<file path="src/rtl/utf_desc_pkg.sv">
// Package for the UTF-8 to UTF-16 descriptor fill block.
// Holds result codes, the result queue entry type and the count helper.
// No dependencies.
`default_nettype none

package utf_desc_pkg;

    localparam int unsigned BYTE_W  = 8;
    localparam int unsigned WORD_W  = 16;
    localparam int unsigned POINT_W = 32;
    localparam int unsigned PEND_W  = 3;

    // result kinds
    localparam logic KIND_UNIT    = 1'b0;
    localparam logic KIND_SUMMARY = 1'b1;

    localparam logic [WORD_W-1:0]  LIMIT_RESET  = 16'd255;
    localparam logic [WORD_W-1:0]  COUNT_RESET  = 16'd2;
    localparam logic [11:0]        LEAD_MASK    = 12'h0f80;
    localparam logic [POINT_W-1:0] PLANE1_BASE  = 32'h0001_0000;
    localparam logic [WORD_W-1:0]  HIGH_SURR    = 16'hd800;
    localparam logic [WORD_W-1:0]  LOW_SURR     = 16'hdc00;

    // result queue
    localparam int unsigned QDEPTH = 3;
    localparam int unsigned QPTR_W = 2;
    localparam int unsigned QCNT_W = 2;

    typedef struct packed {
        logic              kind;
        logic [WORD_W-1:0] val_a;   // code unit, or descriptor length
        logic [WORD_W-1:0] val_b;   // unit offset, or response length
    } res_entry_t;

    // byte count step: +2, saturating at 0xffff
    function automatic logic [WORD_W-1:0] count_step(input logic [WORD_W-1:0] c);
        logic [WORD_W:0] sum;
        sum = {1'b0, c} + 17'd2;
        count_step = sum[WORD_W] ? {WORD_W{1'b1}} : sum[WORD_W-1:0];
    endfunction

    // queue pointer advance modulo QDEPTH, step of 0..2
    function automatic logic [QPTR_W-1:0] ptr_adv(input logic [QPTR_W-1:0] p,
                                                  input logic [1:0] k);
        logic [QPTR_W:0] sum;
        sum = {1'b0, p} + {1'b0, k};
        if (sum >= (QPTR_W+1)'(QDEPTH))
            sum = sum - (QPTR_W+1)'(QDEPTH);
        ptr_adv = sum[QPTR_W-1:0];
    endfunction

endpackage

`default_nettype wire

</file>
<file path="src/rtl/utf8_to_utf16_descriptor_fill_top.sv">
// UTF-8 to UTF-16 USB string descriptor fill, top level. Uses utf_desc_pkg.
// Results are registered into the result queue on the input byte transfer.
// Throughput: one byte per cycle; a surrogate pair puts up to two results in
// the three-entry result queue, drained one per cycle while m_ready is high;
// input stalls only while the queue is full, or holds two and m_ready is low.
// Reset (aresetn, synchronous, low): limit 255, byte count 2, no partial
// code point, result queue empty.
`default_nettype none

module utf8_to_utf16_descriptor_fill_top
    import utf_desc_pkg::*;
(
    input  wire logic              aclk,
    input  wire logic              aresetn,
    // configuration: response limit
    input  wire logic              cfg_wr_en,
    input  wire logic [WORD_W-1:0] cfg_wr_data,
    // input byte channel
    input  wire logic              s_valid,
    output logic                   s_ready,
    input  wire logic [BYTE_W-1:0] s_text_byte,
    // result channel
    output logic                   m_valid,
    input  wire logic              m_ready,
    output logic                   m_kind,
    output logic [WORD_W-1:0]      m_code_unit,
    output logic [WORD_W-1:0]      m_unit_offset,
    output logic [WORD_W-1:0]      m_descriptor_length,
    output logic [WORD_W-1:0]      m_response_length,
    output logic                   m_last
);

    // decoder state
    logic [WORD_W-1:0]  limit_reg;
    logic [POINT_W-1:0] point_reg, point_next;
    logic [PEND_W-1:0]  pend_reg,  pend_next;
    logic [WORD_W-1:0]  count_reg, count_next;

    // result queue
    res_entry_t         q_mem [QDEPTH];
    logic [QPTR_W-1:0]  wr_ptr_reg, rd_ptr_reg;
    logic [QCNT_W-1:0]  q_cnt_reg;

    logic in_xfer, out_xfer;

    // lead byte decode
    logic               lead_ascii;
    logic [PEND_W-1:0]  lead_ext;
    logic [11:0]        lead_mask;
    logic [BYTE_W-1:0]  lead_cp;

    // code point emission
    logic               emit_req;
    logic [POINT_W-1:0] emit_cp;
    logic               summ;
    logic [POINT_W-1:0] shifted;
    logic               single;
    logic [25:0]        v_off;
    logic [WORD_W-1:0]  unit0, unit1;
    logic [WORD_W-1:0]  cnt1, cnt2;
    logic               fit0, fit1;
    logic [WORD_W-1:0]  resp_len;

    logic [1:0]         push_n;
    res_entry_t         ent0, ent1;

    assign in_xfer  = s_valid && s_ready;
    assign out_xfer = m_valid && m_ready;

    // room for a full surrogate pair, counting a pop in the same cycle
    assign s_ready = (q_cnt_reg <= QCNT_W'(1))
                     || (q_cnt_reg == QCNT_W'(2) && m_ready);
    assign m_valid = (q_cnt_reg != '0);

    // Leading-ones count of the lead byte. A stray continuation byte has no
    // extensions; 0xFF counts seven.
    always_comb begin
        lead_ascii = 1'b0;
        lead_ext   = '0;
        unique casez (s_text_byte)
            8'b0???????: lead_ascii = 1'b1;
            8'b10??????: lead_ext   = 3'd0;
            8'b110?????: lead_ext   = 3'd1;
            8'b1110????: lead_ext   = 3'd2;
            8'b11110???: lead_ext   = 3'd3;
            8'b111110??: lead_ext   = 3'd4;
            8'b1111110?: lead_ext   = 3'd5;
            8'b11111110: lead_ext   = 3'd6;
            8'b11111111: lead_ext   = 3'd7;
            default:     lead_ascii = 1'b1;
        endcase
    end

    assign lead_mask = LEAD_MASK >> lead_ext;
    assign lead_cp   = s_text_byte & ~lead_mask[BYTE_W-1:0];
    // continuation: shift in six payload bits, wrapping at 32 bits
    assign shifted   = {point_reg[POINT_W-7:0], s_text_byte[5:0]};

    // next decoder state and emission request
    always_comb begin
        point_next = point_reg;
        pend_next  = pend_reg;
        emit_req   = 1'b0;
        emit_cp    = '0;
        summ       = 1'b0;
        if (pend_reg != '0) begin
            // a zero byte here is payload, not end of string
            point_next = shifted;
            pend_next  = pend_reg - PEND_W'(1);
            if (pend_reg == PEND_W'(1)) begin
                emit_req = 1'b1;
                emit_cp  = shifted;
            end
        end else if (s_text_byte == '0) begin
            summ       = 1'b1;
            point_next = '0;
            pend_next  = '0;
        end else if (lead_ascii) begin
            emit_req = 1'b1;
            emit_cp  = {{(POINT_W-BYTE_W){1'b0}}, s_text_byte};
        end else if (lead_ext == '0) begin
            emit_req = 1'b1;
            emit_cp  = {{(POINT_W-BYTE_W){1'b0}}, lead_cp};
        end else begin
            point_next = {{(POINT_W-BYTE_W){1'b0}}, lead_cp};
            pend_next  = lead_ext;
        end
    end

    // UTF-16 units; only the low 26 bits of the offset point reach a unit
    assign single = (emit_cp[POINT_W-1:WORD_W] == '0);
    assign v_off  = emit_cp[25:0] - PLANE1_BASE[25:0];
    assign unit0  = single ? emit_cp[WORD_W-1:0] : (v_off[25:10] + HIGH_SURR);
    assign unit1  = {6'b0, v_off[9:0]} + LOW_SURR;

    // each unit fits if count + 1 < limit; the count grows either way
    assign cnt1 = count_step(count_reg);
    assign cnt2 = count_step(cnt1);
    assign fit0 = ({1'b0, count_reg} + 17'd1) < {1'b0, limit_reg};
    assign fit1 = ({1'b0, cnt1} + 17'd1) < {1'b0, limit_reg};

    assign resp_len = (count_reg < limit_reg) ? count_reg : limit_reg;

    // results of this byte, packed to the front
    always_comb begin
        push_n     = 2'd0;
        ent0       = '{kind: KIND_UNIT, val_a: unit0, val_b: count_reg};
        ent1       = '{kind: KIND_UNIT, val_a: unit1, val_b: cnt1};
        count_next = count_reg;
        if (summ) begin
            push_n     = 2'd1;
            ent0       = '{kind: KIND_SUMMARY, val_a: count_reg, val_b: resp_len};
            count_next = COUNT_RESET;
        end else if (emit_req) begin
            count_next = single ? cnt1 : cnt2;
            if (single) begin
                push_n = {1'b0, fit0};
            end else begin
                push_n = 2'(fit0) + 2'(fit1);
                if (!fit0)
                    ent0 = ent1;
            end
        end
    end

    // configuration register
    always_ff @(posedge aclk) begin
        if (!aresetn) begin
            limit_reg <= LIMIT_RESET;
        end else if (cfg_wr_en) begin
            limit_reg <= cfg_wr_data;
        end
    end

    // decoder state
    always_ff @(posedge aclk) begin
        if (!aresetn) begin
            point_reg <= '0;
            pend_reg  <= '0;
            count_reg <= COUNT_RESET;
        end else if (in_xfer) begin
            point_reg <= point_next;
            pend_reg  <= pend_next;
            count_reg <= count_next;
        end
    end

    // queue control
    always_ff @(posedge aclk) begin
        if (!aresetn) begin
            wr_ptr_reg <= '0;
            rd_ptr_reg <= '0;
            q_cnt_reg  <= '0;
        end else begin
            if (in_xfer)
                wr_ptr_reg <= ptr_adv(wr_ptr_reg, push_n);
            if (out_xfer)
                rd_ptr_reg <= ptr_adv(rd_ptr_reg, 2'd1);
            q_cnt_reg <= q_cnt_reg + (in_xfer ? push_n : 2'd0)
                         - QCNT_W'(out_xfer);
        end
    end

    // queue payload, no reset
    always_ff @(posedge aclk) begin
        if (in_xfer && push_n != 2'd0)
            q_mem[wr_ptr_reg] <= ent0;
        if (in_xfer && push_n == 2'd2)
            q_mem[ptr_adv(wr_ptr_reg, 2'd1)] <= ent1;
    end

    // fields not meaningful for a kind read as zero
    always_comb begin
        m_kind              = q_mem[rd_ptr_reg].kind;
        m_last              = (m_kind == KIND_SUMMARY);
        m_code_unit         = '0;
        m_unit_offset       = '0;
        m_descriptor_length = '0;
        m_response_length   = '0;
        if (m_kind == KIND_SUMMARY) begin
            m_descriptor_length = q_mem[rd_ptr_reg].val_a;
            m_response_length   = q_mem[rd_ptr_reg].val_b;
        end else begin
            m_code_unit   = q_mem[rd_ptr_reg].val_a;
            m_unit_offset = q_mem[rd_ptr_reg].val_b;
        end
    end

`ifndef SYNTHESIS
    // count never drops below the header size
    a_count_min: assert property (@(posedge aclk) disable iff (!aresetn)
        count_reg >= COUNT_RESET)
        else $error("byte count below header size");

    // end of string restarts the count
    a_summary_restart: assert property (@(posedge aclk) disable iff (!aresetn)
        (in_xfer && pend_reg == '0 && s_text_byte == '0) |=> count_reg == COUNT_RESET)
        else $error("count not restarted after end of string");

    // a continuation byte that does not finish a sequence pushes nothing
    a_mid_seq_silent: assert property (@(posedge aclk) disable iff (!aresetn)
        (in_xfer && pend_reg > PEND_W'(1)) |-> push_n == 2'd0)
        else $error("result pushed mid sequence");

    // a pop with no input transfer shrinks the queue by one
    a_pop_only: assert property (@(posedge aclk) disable iff (!aresetn)
        (out_xfer && !in_xfer) |=> q_cnt_reg == $past(q_cnt_reg) - QCNT_W'(1))
        else $error("queue count wrong after pop");
`endif

endmodule

`default_nettype wire
</file>
<file path="config.mk">
export PLATFORM = sky130hd
export DESIGN_NAME = utf8_to_utf16_descriptor_fill_top
export DESIGN_NICKNAME = d
export VERILOG_FILES = /design/src/rtl/utf_desc_pkg.sv /design/src/rtl/utf8_to_utf16_descriptor_fill_top.sv
export SDC_FILE = /design/constraint.sdc
export NUM_CORES = 1
export LEC_CHECK = 0
export ABC_AREA = 1
export BUFFER_PORTS_ARGS = -buffer_cell sky130_fd_sc_hd__buf_2
export CORE_UTILIZATION = 66
export DETAILED_ROUTE_END_ITERATION = 8
export PLACE_DENSITY_LB_ADDON = 0.12
export SYNTH_ARGS = -nofsm -noshare
export SYNTH_HDL_FRONTEND = slang
export SYNTH_SLANG_ARGS = --single-unit
</file>
<file path="constraint.sdc">
create_clock -name aclk -period 14.3 [get_ports aclk]
set_clock_uncertainty 0.2 [all_clocks]
set_input_delay 0.715 -clock aclk [delete_from_list [all_inputs] [get_ports aclk]]
set_output_delay 0.715 -clock aclk [all_outputs]
set_load 0.1 [all_outputs]
</file>
Word-level counts from Yosys, hierarchy flattened
Memories as Yosys holds them, arrays and structs flattened. A register that Yosys moved wholly into a read port is not among the register bits.
Index checks and enable logic that the tools add are counted.

cells by class
  add/sub/neg operators = 17
  order comparisons = 7
  equality and inequality tests = 11
  shift-type cells = 1
  multiplexer cells = 50
  bitwise gates (word level) = 2
  reductions and logical operators = 16

operators with widths
  cell                                                                   count
  16-bit two-way mux                                                     11
  32-bit two-way mux                                                     5
  26-bit two-way mux                                                     4
  16-bit by 1-bit adder with 17-bit output, second input constant        2
  16-bit by 2-bit adder with 17-bit output, second input constant        2
  17-bit by 16-bit < comparator with 1-bit output                        2
  33-bit two-way mux                                                     1
  26-bit by 17-bit subtractor with 26-bit output, second input constant  1
  8-bit two-way mux                                                      3
  3-bit one-hot mux with 7 select lines                                  1
  2-bit two-way mux                                                      10
  11-bit by 15-bit adder with 16-bit output, second input constant       1
  16-bit adder, second input constant                                    1
  8-bit == test, second input constant                                   2
  16-bit zero test                                                       1
  16-bit < comparator                                                    1
  3-bit two-way mux                                                      4
  12-bit by 3-bit >> shifter with 8-bit output, first input constant     1
  1-bit two-way mux                                                      11
  3-bit by 2-bit >= comparator with 1-bit output, second input constant  3
  8-bit bitwise AND                                                      1
  8-bit zero test                                                        1
  8-bit inverter                                                         1
  7-bit == test, second input constant                                   1
  22 further kinds                                                       33

word-level totals
  register bits after elaboration = 67
  memory bits (writable) = 99
  input bits = 29
  output and inout bits = 68
  word-level logic and storage cells = 112
  memories = 1

memory list
  name   depth  width  read ports  clocked after Yosys merged registers in  wr ports  RTL line                                 source
  q_mem  3      33     1           1                                        2         utf8_to_utf16_descriptor_fill_top.sv:40  res_entry_t q_mem [QDEPTH];

Logic depth before layout (Yosys ltp)
Gate-level depths: netlist of the first run.

  depth in word-level cells = 17
  mapped depth = 36
  gate-level depth less buffers = 35

Least setup slack after synthesis of the first run
Ideal clock, no wire load.

  path type = input to register
  from = input m_ready
  to = register q_cnt_reg[1]
  library setup time = 0.070 ns
  data arrival time = 5.555 ns
  data required time = 14.030 ns
  path slack = 8.475 ns
  cell stages on the path = 14
  path buffers = 2
  cells stage by stage = inv_1 -> o21ai_0 -> nand2_1 -> inv_2 -> clkbuf_1 -> clkbuf_1 -> nand2_1 -> ha_1 -> inv_1 -> ha_1 -> xnor2_1 -> xor2_1 -> o21ai_0 -> a21oi_1

between the ends
  cells in the longest elaborated chain, start to end = 6
  elaborated cells between the ends (all ways) = 7
  classes of those cells = 2 x add/sub; 1 x mux; 4 x reduce/logical

ends and longest elaborated chain
  item                                         RTL line                                  source
  from (decl)                                  utf8_to_utf16_descriptor_fill_top.sv:24   input wire logic m_ready,
  1-bit logical AND                            utf8_to_utf16_descriptor_fill_top.sv:72   || (q_cnt_reg == QCNT_W'(2) && m_ready);
  1-bit logical OR                             utf8_to_utf16_descriptor_fill_top.sv:72
  named net s_ready                            utf8_to_utf16_descriptor_fill_top.sv:20   output logic s_ready,
  1-bit logical AND                            utf8_to_utf16_descriptor_fill_top.sv:67   assign in_xfer = s_valid && s_ready;
  2-bit two-way mux                            utf8_to_utf16_descriptor_fill_top.sv:199  q_cnt_reg <= q_cnt_reg + (in_xfer ? push_n : 2'd0)
  2-bit adder                                  utf8_to_utf16_descriptor_fill_top.sv:199
  2-bit by 1-bit subtractor with 2-bit output  utf8_to_utf16_descriptor_fill_top.sv:200  - QCNT_W'(out_xfer);
  to (signal assigned)                         utf8_to_utf16_descriptor_fill_top.sv:199
  to (decl)                                    utf8_to_utf16_descriptor_fill_top.sv:42   logic [QCNT_W-1:0] q_cnt_reg;

The timed path passes the listed nets, and every way through them passes these cells.
A chain may end at the register's enable or synchronous reset.

==> impl_results.md, run 1 <==
- Clock sinks: 168
- Sw Ratio: a little over half
- Cell Count, Final, Fillers Out: 2037
- Worst Path Max Fanout: 26
- Antenna fix cells: 0
- Worst IR Drop VDD: 0.231 mV
- Area Overhead vs Synth: 8.57%
- Grt met1 use: 52.0%
- Die area: 18800 µm²
- Slew margin rel.: 20.6%
- DRT antenna net count: 0
- Post-synth EDFFs: 78
- CTS Buffer Depth: 2
- Number of antenna violations at the first check in global routing: 0
- Row count: 49
- Fin. Hold Viols: 0
- Layout cell share with drive strength beyond 1: 11.4%
- Clock Latency Late Sink: approximately 0.45 ns
- Mapped Nets: approximately 1800
- GRT overflow: 0
- Largest family of logic cells by synthesized area: simple AND/OR/NAND/NOR gates
- Pint: 0.998 mW
- Die W: 137 µm
- Met2 Usage GRT: 58.2%
- Largest net degree at the start of global routing: between 60 and 70
- Initial drt markers: roughly 1500
- P_sw: between 1 and 1.5 mW
- Post-synth cell types: 47
- Post_cts resized: 0
- Die Y: 137 µm
- Number of top-level pins: 97
- Clock-pin slew on the worst setup and hold paths: 0.07 ns
- Max-slew violation count: 0
- Setup TNS: 0 ns
- CP required: 14.01 ns
- CTS tree: yes
- Compound-Gate Fraction of Synth Area: 12.6%
- Max-capacitance violation count: 0
- Vias in the first global route: ~10000
- Minimum clock period: 6.03 ns
- Gp weighted congestion: 0.930
- Worst slew pin tran: 1.19 ns
- Status: complete, no violations
- Hold buffers post-CTS: 0
- Via density: between 5 and 6
- DP HPWL: 24900 µm
- Global-route wire length before repair: 53700 µm
- Layer with the highest usage: met2
- Dpl ws: 8.34 ns
- Avg Cell Area, Syn: ~6.9 µm²
- WS Path Type: register to register
- Sequential cell fraction of total power: 28.0%
- Finished Cell Area: 13100 µm²
- Clock Power Share: 22.5%
- Placed Cells: 2005
- PwrDens: 162 nW/µm²
- Worst Hold Class: register to register
- Async set or reset register ratio after synthesis: 0%
- GR Layer Usage met3: 6.11%
- Post-route clock period utilization: 42.1%
- Adder-cell area share of the yosys netlist: 6.74%
- Overall global routing resource usage: 37.4%
- Worst setup margin: ~8.3 ns
- Via count: 11900
- Drc violations: 0
- Synth Area in XOR/XNOR: 2.90%
- Post-synthesis sequential area ratio: 34.3%
- Post-Synthesis Cells: 1753
- FF+latch count, synth: roughly 170
- Power, Total: 2.13 mW
- Clock root cell: clkbuf_16
- Initial Util: 67.2%
- Endpoint type of the worst setup path: register
- Routed wire length: between 30000 and 40000 µm
- Achievable Freq: 166 MHz
- Post-synthesis mux area share: 0%
- Yosys warns: 0
- Nets: 1889
- Setup bufs post-CTS: 0
- Setup violations, final: 0
- Primary FF master, synth: dfxtp_1
- Synth Area in Simple Gates: 34.6%
- Core area: 18000 µm²
- Port buffer count: between 90 and 100
- Logic pwr share: between 40% and 50%
- CTS Buf Count: 17
- Largest register FFs: 99
- Crit path arrival time: 5.74 ns
- Pleak: 6.41 nW
- Htree depth: 4
- Synth Cell Area: roughly 12000 µm²
- Post-DP Area: 12500 µm²
- Worst setup SP type: register
- Initial DRT Pass Iterations: 6
- Avg WL per Cell: around 17 µm
- RSZ-0062 raised after global routing: false
-- cells in the final DEF, fill, tap and decap left out, types with 18 or more instances in the layout --
cell type    n
nand2_1    577
dfxtp_1     90
edfxtp_1    78
nand3_1    143
clkbuf_16   18
ha_1        65
a21oi_1    118
xor2_1      35
o21ai_0    138
nor2_1     142
buf_2       96
inv_1      148
-- power by group through the flow --
| stage | combinational [mW] | clock, mW | sequential, mW |
|---|---|---|---|
| after floorplan | 0.885 | 0 | 0.595 |
| after global placement | 1.03 | 0 | 0.603 |
| after detailed placement | 1.04 | 0 | 0.606 |
| after CTS | 1.05 | 0.476 | 0.595 |
| after global routing | 1.13 | 0.496 | 0.602 |
| final | 1.05 | 0.479 | 0.596 |
-- worst paths after layout --
kind	start	slack [ns]	endpoint	cells past startpoint
min reg2reg	point_reg[21]	0.26	point_reg[21]	2
max	count_reg[1]	8.27	q_mem[0][11]	26
max reg2reg	count_reg[1]	8.27	q_mem[0][11]	26
min	point_reg[21]	0.26	point_reg[21]	2
-- worst max-delay path: stages (launching register included) --
cell and delay, ns:
dfxtp_1 0.56, nand3_2 0.24, nor2_4 0.21, nand2_4 0.20, nand2_2 0.21, ha_1 0.20, inv_1 0.05, nor2_1 0.17
nand2_1 0.15, nor2_1 0.17, xor2_1 0.16, ha_1 0.26, nand4_1 0.12, nor3b_1 0.06, nand2_1 0.05, a21oi_1 0.05
o21ai_0 0.20, nand2_1 0.09, nand3_1 0.07, nand2_1 0.07, a21oi_1 0.29, ha_1 0.31, o21a_4 0.22, nand2_4 0.13
nand3_4 0.14, nand3_4 0.19, nand2_1 0.71
-- cell type report --
cell class	count	area (µm²)
Clock buffer	19	464
Clock inverter	13	155
Fill cell	1474	4860
Inverter	166	641
Multi-Input combinational cell	1338	6870
Sequential cell	168	4140
Tap cell	229	287
Timing Repair Buffer	104	541
-- cell usage after synthesis (10+ instances only) --
cell,count,share of area [%]
xor2_1,35,2.5
o21ai_1,11,0.46
a21oi_1,118,4.9
clkbuf_1,41,1.3
o21ai_0,138,5.7
inv_1,148,4.6
nand4_1,13,0.67
inv_2,13,0.40
nand2_2,12,0.62
buf_2,12,0.50
nand3_1,143,5.9
nand2_1,577,18
buf_1,10,0.31
edfxtp_1,78,19
dfxtp_1,90,15
buf_4,10,0.62
nor2_1,142,4.4
ha_1,65,6.7
-- per-layer routing --
| layer | share of wire (%) | up-vias |
|---|---|---|
| li1 | - | 5799 |
| met1 | 43 | 5397 |
| met2 | 45 | 630 |
| met3 | 9.2 | 94 |
| met4 | 3.2 | 0 |
| met5 | 0 | - |
-- kinds of logic (layout without fill, tap and decap cells) --
kind of cell	count (synthesis)	count (layout)
XOR/XNOR	40	40
flip-flops	168	168
AO/OA/AOI/OAI	291	291
buffers and inverters	247	302
AND/OR/NAND/NOR	942	942
adder cells (fa/ha/maj)	65	65
-- stage by stage --
stage / hold slack (ns) / util [%]
after floorplan: 0.237 / -
after global placement: 0.249 / 69.5
after detailed placement: 0.253 / 69.5
after CTS: 0.266 / 72.9
after global routing: 0.288 / 72.9
final: 0.264 / 72.9
Note: power is estimated with default switching activity, not from simulation.
==> inputs of run 2 (changes only) <==
--- a/config.mk
+++ b/config.mk
@@ -7,7 +7,7 @@
 export LEC_CHECK = 0
 export ABC_AREA = 1
 export BUFFER_PORTS_ARGS = -buffer_cell sky130_fd_sc_hd__buf_2
-export CORE_UTILIZATION = 66
+export CORE_UTILIZATION = 62
 export DETAILED_ROUTE_END_ITERATION = 8
 export PLACE_DENSITY_LB_ADDON = 0.12
 export SYNTH_ARGS = -nofsm -noshare
==> constraint.sdc (replaced) <==
create_clock -name aclk -period 5.87 [get_ports aclk]
set_clock_uncertainty 0.2 [all_clocks]
set_input_delay 0.2935 -clock aclk [delete_from_list [all_inputs] [get_ports aclk]]
set_output_delay 0.2935 -clock aclk [all_outputs]
set_load 0.1 [all_outputs]
==> run 2 against run 1 <==
Global-route usage decreased by 0.089 points. Count of clock-buffer cells in the layout shrank 2. Die area up 6.4%. Total power rose by 140%. Register-to-register slack worse by 7.9 ns. Combinational power increased to 2.5 times the previous value. Utilization down 0.98 points. Critical path depth grew 9. Non-clock buffer count rose by 53. Cell count is 4.1% higher. Largest cell class unchanged.
==> impl_results.md, run 2 (synthesis gave the netlist of run 1 again) <==
- Die area: 20000 µm²
- Critical Path End: wr_ptr_reg[0]
- Worst slew pin tran: ~1.2 ns
- RSZ-0062 raised after global routing: false
- WS Path Type: register to register
- Critical path's largest stage delay: 0.36 ns
- Seq. cell area: 4150 µm²
- Crit path arrival time: about 5.7 ns
- Worst Reg-to-Reg Cells: 35
- Initial drt markers: around 1400
- Clock-pin slew on the worst setup and hold paths: ~0.08 ns
- Setup violations, final: 0
- Largest net degree at the start of global routing: 67
- Number of antenna violations at the first check in global routing: 0
- Htree depth: 4
- Most frequent cells in the layout: 577 x nand2_1, 148 x inv_1, 143 x nand3_1, 142 x nor2_1, 138 x o21ai_0
- R2r startpoint: count_reg[4]
- Power, Total: 5.20 mW
- CTS Buffer Depth: 2
- Layout cell share with drive strength beyond 1: 13.2%
- PwrDens: 382 nW/µm²
- CP dominant cell by count: nand2_1
- Setup TNS: 0 ns
- Commonest non-fill, non-tap cell in the layout: nand2_1
- GRT overflow: 0
- Critical Path Source: count_reg[4]
- Achievable Freq: 181 MHz
- Via count: between 10000 and 15000
- Gp weighted congestion: 0.992
- Worst Path Max Fanout: 10
- Finished Cell Area: 13600 µm²
- Post-route clock period utilization: 93.9%
- Stages on the worst setup path: 35
- Global-route wire length before repair: approximately 57000 µm
- Port buffer count: 96
- Met2 routed WL: ~17000 µm
- Final-layout fill cell count: 1595
- Pleak: between 6 and 7 nW
- WL met3: 3290 µm
- Die W: 142 µm
- Antenna fix cells: 0
- Clock sinks: 168
- Row count: 50
- Top layer in use: met4
- Overall global routing resource usage: 37.3%
- Area Overhead vs Synth: 12.7%
- CTS Buf Count: 17
- Worst path bufs/invs: 5
- CTS tree: yes
- Crit path max-delay family: simple AND/OR/NAND/NOR gates
- CP required: 6.01 ns
- Setup bufs post-CTS: 0
- Drc violations: 0
- Clock Latency Late Sink: 0.45 ns
- Initial Util: 63.9%
- Routed wire length: 36700 µm
- Status: complete, no violations
- Vias in the first global route: 10800
- Reg-to-reg endpoint: wr_ptr_reg[0]
- Initial DRT Pass Iterations: 6
- Die Y: roughly 140 µm
- Worst Hold Class: input pin to register
- Avg WL per Cell: 17.3 µm
- Max-slew violation count: 0
- Via density: approximately 5.7
- Worst IR Drop VDD: 0.205 mV
- Max-capacitance violation count: 0
- Footprint of the multi-input gates: 6870 µm²
- Core area: 18900 µm²
- Nets: 1942
- Minimum clock period: 5.51 ns
- Endpoint type of the worst setup path: register
- DP HPWL: 26100 µm
- Slowest stage cell, crit path: dfxtp_2
- Worst setup SP type: register
- Post-DP Area: between 10000 and 15000 µm²
- Number of top-level pins: 97
- Met1 wire length: 15700 µm
- Clock root cell: clkbuf_16
- Slew margin rel.: a little over a fifth
- Fin. Hold Viols: 0
- DRT antenna net count: 0
- R2R setup slack: between 0.3 and 0.4 ns
- Largest register FFs: 99
## run 2: cell type report
class	count	share of cell area [%]
multi-input combinational	1338	50.6
timing repair buffer	157	7.47
clock inverter	15	1.18
sequential	168	30.5
inverter	166	4.71
tap	260	2.39
clock buffer	17	3.13
## run 2: power by group
group / switching, mW / total (mW) / internal, mW / leakage, nW
logic: 2.15 / 2.63 / 0.480 / 4.88
registers: 0.0598 / 1.44 / 1.38 / 1.49
clock network: 0.562 / 1.13 / 0.569 / 0.286
## run 2: what timing repair did
item                                    in CTS  in global routing
endpoints found under the setup margin       0                  2
endpoints found under the hold margin       22                  0
gates resized for setup                      0                  7
hold buffers                                21                  0
## run 2: how the worst min path moves through the flow
stage | start | to | cells past startpoint
5_1_grt | s_text_byte[3] | point_reg[3] | 3
6_report | s_text_byte[3] | point_reg[3] | 3
4_1_cts | s_text_byte[3] | point_reg[3] | 3
2_1_floorplan | cfg_wr_data[0] | limit_reg[0] | 2
3_5_place_dp | q_mem[2][30] | q_mem[2][30] | 2
3_3_place_gp | point_reg[24] | point_reg[24] | 2
## run 2: worst reg2reg max path, delay by kind of cell (launching register included)
kind                       cells  cell delay (ns)
DFF                            1             0.36
and+or+nand+nor               17             1.90
xor gates and xnor gates       2             0.31
buffers and inverters          5             0.40
AOI/OAI and AO/OA              6             0.90
adders and majority gates      5             1.35
## run 2: metal layers
| layer | track usage [%] | vias up |
|---|---|---|
| met5 | 0 | - |
| met4 | 12.1 | 0 |
| met3 | 6.72 | 95 |
| met2 | 60.1 | 594 |
| met1 | 50.9 | 5521 |
| li1 | - | 5903 |
## run 2: per-stage QoR
stage / hold slack, ns / setup slack, ns / utilization [%] / instances
global placement: 0.249 / 0.478 / 67.7 / 2068
floorplan: 0.220 / 0.463 / - / 1753
detailed placement: 0.251 / 0.298 / 67.7 / 2068
finish: 0.0209 / 0.359 / 71.9 / 2121
global route: 0.0303 / 0.0146 / 71.9 / 2121
CTS: 0.00707 / 0.273 / 71.9 / 2121
==> inputs of run 3 (changes only) <==
--- a/config.mk
+++ b/config.mk
@@ -7,9 +7,11 @@
 export LEC_CHECK = 0
 export ABC_AREA = 1
 export BUFFER_PORTS_ARGS = -buffer_cell sky130_fd_sc_hd__buf_2
-export CORE_UTILIZATION = 62
+export CORE_ASPECT_RATIO = 0.6
+export CORE_UTILIZATION = 45
 export DETAILED_ROUTE_END_ITERATION = 8
 export PLACE_DENSITY_LB_ADDON = 0.12
+export SLEW_MARGIN = 20
 export SYNTH_ARGS = -nofsm -noshare
 export SYNTH_HDL_FRONTEND = slang
 export SYNTH_SLANG_ARGS = --single-unit
==> run 3 against run 2 <==
Hold slack lost 0.011 ns. Total power grew 0.67%. Combinational power grew 2%. Count of clock-buffer cells in the layout grew 8. Global-route usage shrank 8.1 points. Sequential power is essentially flat. Critical path depth shrank 4. Sequential share of layout area shrank 0.30 points. Largest cell class unchanged. Largest power group unchanged.
==> impl_results.md, run 3 (synthesis gave the netlist of run 1 again) <==
- Worst slew pin tran: 1.16 ns
- CTS Buf Count: 17
- Worst Hold Class: input pin to register
- Pleak: between 6 and 7 nW
- Dpl ws: ~0.080 ns
- Worst setup margin: 0.317 ns
- Most frequent cells in the layout: 575 x nand2_1, 147 x inv_1, 143 x nand3_1, 138 x o21ai_0, 133 x nor2_1
- Slew margin rel.: 22.2%
- Drc violations: 0
- Worst IR Drop VDD: ~0.34 mV
- Largest net degree at the start of global routing: 52
- PwrDens: 380 nW/µm²
- Slowest stage cell, crit path: dfxtp_4
- DRT antenna net count: 0
- Die W: 213 µm
- Critical path's largest stage delay: 0.38 ns
- Worst setup SP type: register
- Via density: 5.47
- Nets: 1937
- Number of antenna violations at the first check in global routing: 0
- Layout cell share with drive strength beyond 1: 13.6%
- Worst Path Max Fanout: 14
- DP HPWL: 28800 µm
- Port buffer count: 96
- Area Overhead vs Synth: 14.0%
- Largest register FFs: a little under 100
- GRT overflow: 0
- Achievable Freq: 180 MHz
- Antenna fix cells: 0
- Initial drt markers: 1381
- Core area: 25800 µm²
- CTS tree: yes
- Via count: 12100
- R2r startpoint: count_reg[4]
- CP required: 6.02 ns
- Endpoint type of the worst setup path: register
- Htree depth: 4
- Overall global routing resource usage: 29.2%
- Logic pwr share: 51.0%
- Final-layout fill cell count: 2613
- Hold path startpoint: s_text_byte[3]
- WS Path Type: register to register
- Routed wire length: 39500 µm
- P_sw: 2.74 mW
- Number of top-level pins: 97
- Avg WL per Cell: 17.9 µm
- Status: complete, no violations
- Die Y: about 130 µm
- Crit path arrival time: 5.71 ns
- Fin. Hold Viols: 0
- Row count: 45
- CTS Buffer Depth: 2
- Minimum clock period: roughly 5.6 ns
- Clock root cell: clkbuf_16
- Post-layout util: 53.3%
- Clock Latency Late Sink: 0.46 ns
- Global-route wire length before repair: 60600 µm
- Die area: 27500 µm²
- Commonest non-fill, non-tap cell in the layout: nand2_1
- Clock sinks: approximately 170
- Sw Ratio: 52.4%
- Clock Power Share: 21.4%
- CP dominant cell by count: ha_1
- Initial DRT Pass Iterations: 5
- Initial Util: between 40% and 50%
- Max-capacitance violation count: 0
- Critical Path Source: count_reg[4]
- Clock-pin slew on the worst setup and hold paths: 0.07 ns
- Sequential cell fraction of total power: between 20% and 30%
- Post-route clock period utilization: 94.6%
- Setup violations, final: 0
- Vias in the first global route: 10500
- Max-slew violation count: 0
- Setup TNS: 0 ns
- Pint: 2.49 mW
- Gp weighted congestion: around 0.98
## run 3: worst max-delay path, delay by kind of cell (launching register included)
family                     cells  cell delay [ns]
adders and majority gates      6             1.50
DFF                            1             0.38
and+or+nand+nor               15             1.77
buffers and inverters          2             0.13
AOI/OAI and AO/OA              6             1.14
xor gates and xnor gates       2             0.32
## run 3: worst paths after layout
check / end / slack, ns / cells past startpoint
setup / recovery: wr_ptr_reg[0] / 0.32 / 31
hold / removal: point_reg[3] / 0.01 / 3
setup reg to reg: wr_ptr_reg[0] / 0.32 / 31
hold reg to reg: point_reg[25] / 0.26 / 2
## run 3: final cells by class
cell class	instances	area, µm²	area share (%)
sequential	168	4160	30.2
multi-input combinational	1338	6960	50.6
clock buffer	25	498	3.62
inverter	166	641	4.66
tap	352	440	3.20
timing repair buffer	152	991	7.21
clock inverter	6	66.3	0.482
## run 3: metrics by stage
step | hold slack [ns] | total power, mW | cell area, µm² | std cells
final | 0.00967 | 5.23 | 13700 | 2207
after global routing | 0.0486 | 5.48 | 13700 | 2207
after CTS | 0.00181 | 5.23 | 13600 | 2205
after detailed placement | 0.254 | 4.11 | 12900 | 2153
after global placement | 0.251 | 4.10 | 12900 | 2153
after floorplan | 0.220 | 3.61 | 12100 | 1753
## run 3: layer usage
| metal | GRT usage [%] | wire, µm |
|---|---|---|
| met3 | 5.30 | 2910 |
| met2 | 41.6 | 16300 |
| met1 | 44.5 | 19500 |
| met5 | 0 | 0 |
| met4 | 8.15 | 736 |
## run 3: timing repair
action	CTS	global route
hold buffers	21	0
gates resized for setup	0	30
endpoints found under the hold margin	22	0
setup endpoints to repair	0	68
setup buffers	0	2
## run 3: power groups by stage
stage          logic, mW  clock network (mW)  registers (mW)
6_report            2.67                1.12            1.44
3_5_place_dp        2.65                   0            1.46
3_3_place_gp        2.63                   0            1.46
5_1_grt             2.85                1.18            1.45
4_1_cts             2.66                1.13            1.44
2_1_floorplan       2.16                   0            1.45
